### src/sv/assert_macros.svh
// Assertion macros used by the page table walker controller.
`ifndef ASSERT_MACROS_SVH
`define ASSERT_MACROS_SVH

// Same-cycle implication, disabled during reset.
`define ASSERT_IMPLIES(label, clk, rst_n, ante, cons) \
	label: assert property (@(posedge clk) disable iff (!rst_n) (ante) |-> (cons)) \
		else $error("assertion failed: same-cycle implication");

// Next-cycle implication, disabled during reset.
`define ASSERT_NEXT(label, clk, rst_n, ante, cons) \
	label: assert property (@(posedge clk) disable iff (!rst_n) (ante) |=> (cons)) \
		else $error("assertion failed: next-cycle implication");

`endif

### src/sv/ptw_pkg.sv
// Package: constants, types and helper functions of the page table walker.
`timescale 1ns / 1ps

package ptw_pkg;

	localparam int MEM_WORDS   = 65536;
	localparam int LEVELS      = 4;
	localparam int MEM_AW      = $clog2(MEM_WORDS);
	localparam int LVL_W       = $clog2(LEVELS);
	localparam int VA_W        = 48;
	localparam int PA_W        = 52;
	localparam int DATA_W      = 64;
	localparam int IDX_W       = 9;
	localparam int PG_OFFSET_W = 12;
	localparam int FRAME_W     = PA_W - PG_OFFSET_W;
	localparam int WIDX_W      = PA_W - 3;
	localparam int BIT_PRESENT = 0;
	localparam int BIT_PS      = 7;

	localparam logic [LVL_W-1:0]  LVL_LAST     = LVL_W'(LEVELS - 1);
	localparam logic [WIDX_W-1:0] MEM_WORDS_W  = WIDX_W'(MEM_WORDS);

	typedef enum logic {
		REQ_WRITE = 1'b0,
		REQ_XLATE = 1'b1
	} req_type_t;

	typedef struct packed {
		logic wr_en;   // store the incoming table word
		logic start;   // latch address, read top-level entry
		logic step;    // read next-level entry from current entry frame
		logic finish;  // load the result register
	} ptw_cmd_t;

	typedef struct packed {
		logic oor;
		logic present;
		logic big_page;
		logic last_level;
	} ptw_status_t;

	// Bit position of the index field for a level.
	function automatic int level_shift(input logic [LVL_W-1:0] lvl);
		int s;
		s = PG_OFFSET_W + IDX_W * (LEVELS - 1 - int'(lvl));
		return s;
	endfunction

	// Mask of the offset bits kept from the virtual address.
	function automatic logic [PA_W-1:0] low_mask(input logic [LVL_W-1:0] lvl);
		logic [PA_W-1:0] ones;
		ones = '1;
		return ~(ones << level_shift(lvl));
	endfunction

	function automatic logic [IDX_W-1:0] level_index(input logic [VA_W-1:0] va,
			input logic [LVL_W-1:0] lvl);
		logic [PA_W-1:0] va_x;
		va_x = PA_W'(va);
		return IDX_W'(va_x >> level_shift(lvl));
	endfunction

	function automatic logic [1:0] size_code(input logic [LVL_W-1:0] lvl);
		int c;
		c = LEVELS - 1 - int'(lvl);
		if (c > 3) begin
			c = 3;
		end
		return 2'(c);
	endfunction

endpackage

### src/sv/ptw_ctrl.sv
// Walker controller: accepts transactions, sequences table reads, owns result valid.
`timescale 1ns / 1ps
`include "assert_macros.svh"

module ptw_ctrl (
	input  logic                  clk,
	input  logic                  arst_n,
	input  logic                  in_valid,
	output logic                  in_ready,
	input  logic                  in_req_type,
	output logic                  out_valid,
	input  logic                  out_ready,
	input  ptw_pkg::ptw_status_t  status,
	output ptw_pkg::ptw_cmd_t     cmd
);

	typedef enum logic {
		ST_IDLE,
		ST_WALK
	} state_t;

	state_t state_q;
	logic   out_valid_q;
	logic   in_fire;
	logic   walk_done;
	logic   out_free;

	assign in_ready  = (state_q == ST_IDLE);
	assign in_fire   = in_valid & in_ready;
	assign out_valid = out_valid_q;
	assign out_free  = ~out_valid_q | out_ready;
	assign walk_done = status.oor | ~status.present | status.big_page | status.last_level;

	always_comb begin
		cmd = '0;
		case (state_q)
			ST_IDLE: begin
				cmd.wr_en = in_fire & (in_req_type == ptw_pkg::REQ_WRITE);
				cmd.start = in_fire & (in_req_type == ptw_pkg::REQ_XLATE);
			end
			ST_WALK: begin
				cmd.finish = walk_done & out_free;
				cmd.step   = ~walk_done;
			end
			default: begin
				cmd = '0;
			end
		endcase
	end

	always_ff @(posedge clk or negedge arst_n) begin
		if (!arst_n) begin
			state_q     <= ST_IDLE;
			out_valid_q <= 1'b0;
		end else begin
			if (cmd.finish) begin
				out_valid_q <= 1'b1;
			end else if (out_valid_q && out_ready) begin
				out_valid_q <= 1'b0;
			end
			case (state_q)
				ST_IDLE: begin
					if (cmd.start) begin
						state_q <= ST_WALK;
					end
				end
				ST_WALK: begin
					if (cmd.finish) begin
						state_q <= ST_IDLE;
					end
				end
				default: begin
					state_q <= ST_IDLE;
				end
			endcase
		end
	end

	`ASSERT_IMPLIES(a_finish_room, clk, arst_n, cmd.finish, !out_valid_q || out_ready)
	`ASSERT_NEXT(a_finish_valid, clk, arst_n, cmd.finish, out_valid_q && state_q == ST_IDLE)
	`ASSERT_IMPLIES(a_step_not_last, clk, arst_n, cmd.step, !status.last_level && state_q == ST_WALK)

endmodule

### config.mk
export PLATFORM = sky130hd
export DESIGN_NAME = ptw_ctrl
export DESIGN_NICKNAME = d
export VERILOG_FILES = /design/src/sv/ptw_pkg.sv /design/src/sv/ptw_ctrl.sv
export VERILOG_INCLUDE_DIRS = /design/src /design/src/sv
export SDC_FILE = /design/constraint.sdc
export NUM_CORES = 1
export LEC_CHECK = 0
export BUFFER_PORTS_ARGS = -buffer_cell sky130_fd_sc_hd__clkbuf_2
export CAP_MARGIN = 10
export CORE_AREA = 2 2 39 41
export DETAILED_ROUTE_END_ITERATION = 7
export DIE_AREA = 0 0 41 43
export SLEW_MARGIN = 40
export SYNTH_ARGS = -nofsm -noshare
export SYNTH_HDL_FRONTEND = slang
export SYNTH_SLANG_ARGS = --single-unit
### constraint.sdc
create_clock -name clk -period 1.2 [get_ports clk]
set_input_delay 0.06 -clock clk [delete_from_list [all_inputs] [get_ports clk]]
set_output_delay 0.06 -clock clk [all_outputs]
set_load 0.05 [all_outputs]
Yosys cells after proc, flatten, opt, wreduce, memory -nomap -nowiden
Cells that the tools add are included.
- add/subtract/negate cells: 0
- multiply operators: 0
- divide/modulo/power cells: 0
- magnitude comparators: 0
- equality and inequality tests: 0
- shift-type cells: 0
- multiplexer cells: 7
- bitwise logic cells: 13
- reductions and logical operators: 2
- operator list (cell ; count):
    $not 1->1 ; 5
    $and 1x1->1 ; 4
    $mux 1 ; 4
    $mux 2 ; 2
    $or 1x1->1 ; 4
    $pmux 1 s2 ; 1
    $reduce_bool 2->1 ; 1
    $logic_and 1x1->1 ; 1
- register bits after elaboration: 2
- bits in latches: 0
- memory bits (writable): 0
- memory bits (read-only): 0
- input bits: 9
- output and inout port bits: 6
- word-level logic and storage cells: 24
- memories kept: 0

Depth between registers and ports, before layout
- depth after elaboration: 8
- mapped depth: 2

Worst setup path after synthesis
No wires, ideal clock.
- path type: register to output
- from: register out_valid_q, in the netlist out_valid
- to: output port cmd[0] (netlist bit)
- arrival time: 1.822 ns
- required time: 1.140 ns
- slack: -0.682 ns
- cell stages (with the launch flop): 3
- path through: dfrtp_1 -> nor2b_1 -> nor3_1
- RTL lines (what ; RTL line ; source):
    start: declaration ; ptw_ctrl.sv:23 ; logic out_valid_q;
    start signal: assignment ; ptw_ctrl.sv:54 ; out_valid_q <= 1'b0;
    start signal: assignment ; ptw_ctrl.sv:57 ; out_valid_q <= 1'b1;
    start signal: assignment ; ptw_ctrl.sv:59 ; out_valid_q <= 1'b0;
    end: declaration ; ptw_ctrl.sv:14 ; output ptw_pkg::ptw_cmd_t cmd

==> out/metrics.csv <==
stage,metric,value,unit
synth,synth_top_area_cell,dfrtp_1,
worst_setup_path,path_class,reg2out,
synth,synth_edf_count,0,
final_layout,syn_to_final_growth,130,%
timing,rsz0062_at_grt,true,
drt,route.met2.wl,185,µm
drt,wl,435,µm
synth,synth_ff_type,dfrtp_1,
timing,clock.fmax,868,MHz
worst_setup_path,regToRegEndpoint,state_q$_DFF_PN0_,
min_path,hold_path.class,in2async,
global_route,grt_pass1_wl,558,µm
drt,drc,0,
timing,slew_violations,0,
final_layout,drive_gt1_share,72.7,%
pwr,ir_worst_vdd,0.491,mV
status,outcome,"complete, no violations",
synth,synth.cell_area,131,µm²
place,pre_cts_slack,0.0819,ns
timing,fin_ws,0.0486,ns
pwr,power,0.393,mW
timing,setup_tns,0,ns
synth,syn_area_per_cell,10.1,µm²
cts,path_clk_slew,0.03,ns
synth,async_reset_ff_share,100,%
die,io_pins,15,
place,place.gp.congestion,0.643,
cts,cts_tree,done,
die,initial_core_util,9.49,%
die,die_w,41,µm
drt,dr_wl_met3,49,µm
synth,synth.net_count,22,
worst_setup_path,critPathTopFamily,flip-flops,
drt,via_per_inst,3.67,
global_route,overflow,0,
worst_setup_path,critPathSlowestCell,dfrtp_1,
cts,numCtsBuffers,3,
worst_setup_path,r2r-start,state_q$_DFF_PN0_,
drt,first_iter_violations,1,
synth,synth_top_area_share,38.1,%
die,rows,14,
pwr,p_seq_share,22.0,%
timing,period_needed,1.15,ns
die,core_area,1380,µm²
cts,clock-sinks,2,
pwr,swShare,36.2,%
synth,yosys_warnings,0,
global_route,grt_pass1_vias,156,
pwr,leakage,0.158,nW
synth,synth-seq-cells,2,
cts,clock-root-buffer,clkbuf_4,
worst_setup_path,worstPathArrival,1.09,ns
final_layout,antenna_cells,0,
die,die_h,43,µm
synth,synth_area_leaders,"dfrtp_1 (38%), or4b_4 (10%), nor2b_1 (9.5%)",
pwr,combPwrFrac,39.9,%
worst_setup_path,required,1.14,ns
worst_setup_path,worstRegToRegCells,3,
pwr,cellPowerDensity,1300,nW/µm²
pwr,p_int,0.251,mW
timing,setup_viol,0,
die,die-area,1760,µm²
worst_setup_path,crit_buf_inv,1,
global_route,antenna_found_initial,0,
worst_setup_path,reg2reg_slack,0.09,ns
drt,wl_met1,200,µm
drt,top_layer,met3,
cts,clock_latency,0.22,ns
worst_setup_path,cpPeakStageDelay,0.41,ns
job,maxCapViolations,0,
timing,tightest_slew,0.482,ns
pwr,p_clk_share,38.1,%
drt,wl_per_cell,8.88,µm
global_route,grt_max_degree,5,
synth,synth_cell_types,11,
place,io_buffer_count,14,
drt,drtAntennaViolNets,0,
timing,finalHoldViolCount,0,
worst_setup_path,start_kind,flip-flop,
timing,fin_skew,0.00000727,ns
global_route,grt_use_total,5.93,%
worst_setup_path,worstPathCellList,"nor3b_2, buf_2",
drt,num_vias,180,
cts,ctsLongestPathBuffers,2,
synth,synth.yosys.seq_area_share,38.1,%
timing,fin_crit_sh,96.0,%
drt,dr.pass1.iters,4,
worst_setup_path,critPathMaxFanout,4,
synth,synthCells,13,
synth,synth_common_cells,"dfrtp_1 (2), nor2b_1 (2)",
place,placed_cell_area,231,µm²
timing,relSlewSlack,67.4,%
final_layout,design_area,302,µm²
pwr,power_switching,0.142,mW
worst_setup_path,worst_setup_path_end_kind,output pin,
final_layout,fillers,163,
final_layout,finalNetCount,44,
cts,cts_max_level,1,
-- how the worst max path moves through the flow --
stage | slack, ns | startpoint | to | cells past startpoint
2_1_floorplan | -0.25 | out_valid$_DFFE_PN0P_ | cmd[0] | 2
3_3_place_gp | 0.09 | status[3] | cmd[1] | 4
3_5_place_dp | 0.08 | status[3] | cmd[1] | 4
4_1_cts | 0.02 | state_q$_DFF_PN0_ | cmd[2] | 2
5_1_grt | -0.0005 | state_q$_DFF_PN0_ | cmd[0] | 3
6_report | 0.05 | state_q$_DFF_PN0_ | cmd[3] | 2
-- cell families (layout without fill, tap and decap cells) --
family / Yosys count / count (layout) / synth area share [%]
AOI/OAI and AO/OA: 2 / 2 / 13.3
DFF: 2 / 2 / 38.1
and+or+nand+nor: 8 / 8 / 45.7
buffers and inverters: 1 / 21 / 2.85
-- cells in the final DEF (no fill, tap or decap) --
cell type,synthesis,final
clkbuf_2,0,10
clkbuf_8,0,1
nor3_2,0,1
buf_4,0,2
a221o_1,1,1
nor2b_4,0,1
dlygate4sd3_1,0,1
a21o_1,1,1
nor2_1,1,1
buf_2,0,2
inv_2,0,1
nor3b_2,0,1
buf_6,0,1
or4b_4,1,1
nor4b_1,1,1
nor2b_1,2,1
and3b_1,1,1
clkbuf_4,0,3
dfrtp_1,2,2
-- registers in the layout (all words and copies together) (netlist names) --
name and flops:
state_q 1, out_valid 1
-- per-layer routing --
metal	vias up	track usage, %
li1	90	-
met1	79	5.81
met2	11	6.25
met3	0	3.14
met4	0	10.0
met5	-	0
-- power by group through the flow --
stage / registers, mW / logic, mW / clock network (mW)
detailed placement: 0.0872 / 0.127 / 0
floorplan: 0.104 / 0.0711 / 0
global route: 0.0878 / 0.165 / 0.177
global placement: 0.0868 / 0.127 / 0
finish: 0.0864 / 0.157 / 0.150
CTS: 0.0850 / 0.142 / 0.163
-- repair_timing --
item / in CTS / in global routing
pin swaps: 0 / 0
hold endpoints to repair: 2 / 0
gates resized for setup: 3 / 7
setup endpoints to repair: 4 / 4
hold buffers: 1 / 0
setup buffers: 1 / 1
-- metrics by stage --
step	util (%)	hold slack, ns	instances
floorplan	-	-0.236	13
global route	21.8	0.137	49
global placement	16.7	-0.153	43
CTS	20.4	0.143	48
detailed placement	16.7	-0.151	43
finish	21.8	0.158	49
-- area by class of cell --
class / instances / area, µm² / area share, %
Timing Repair Buffer: 17 / 110 / 36.5
Multi-Input combinational cell: 10 / 95.1 / 31.5
Sequential cell: 2 / 50.0 / 16.6
Clock buffer: 3 / 22.5 / 7.47
Tap cell: 16 / 20.0 / 6.64
Inverter: 1 / 3.75 / 1.24
Power figures use the tool's default switching activity.
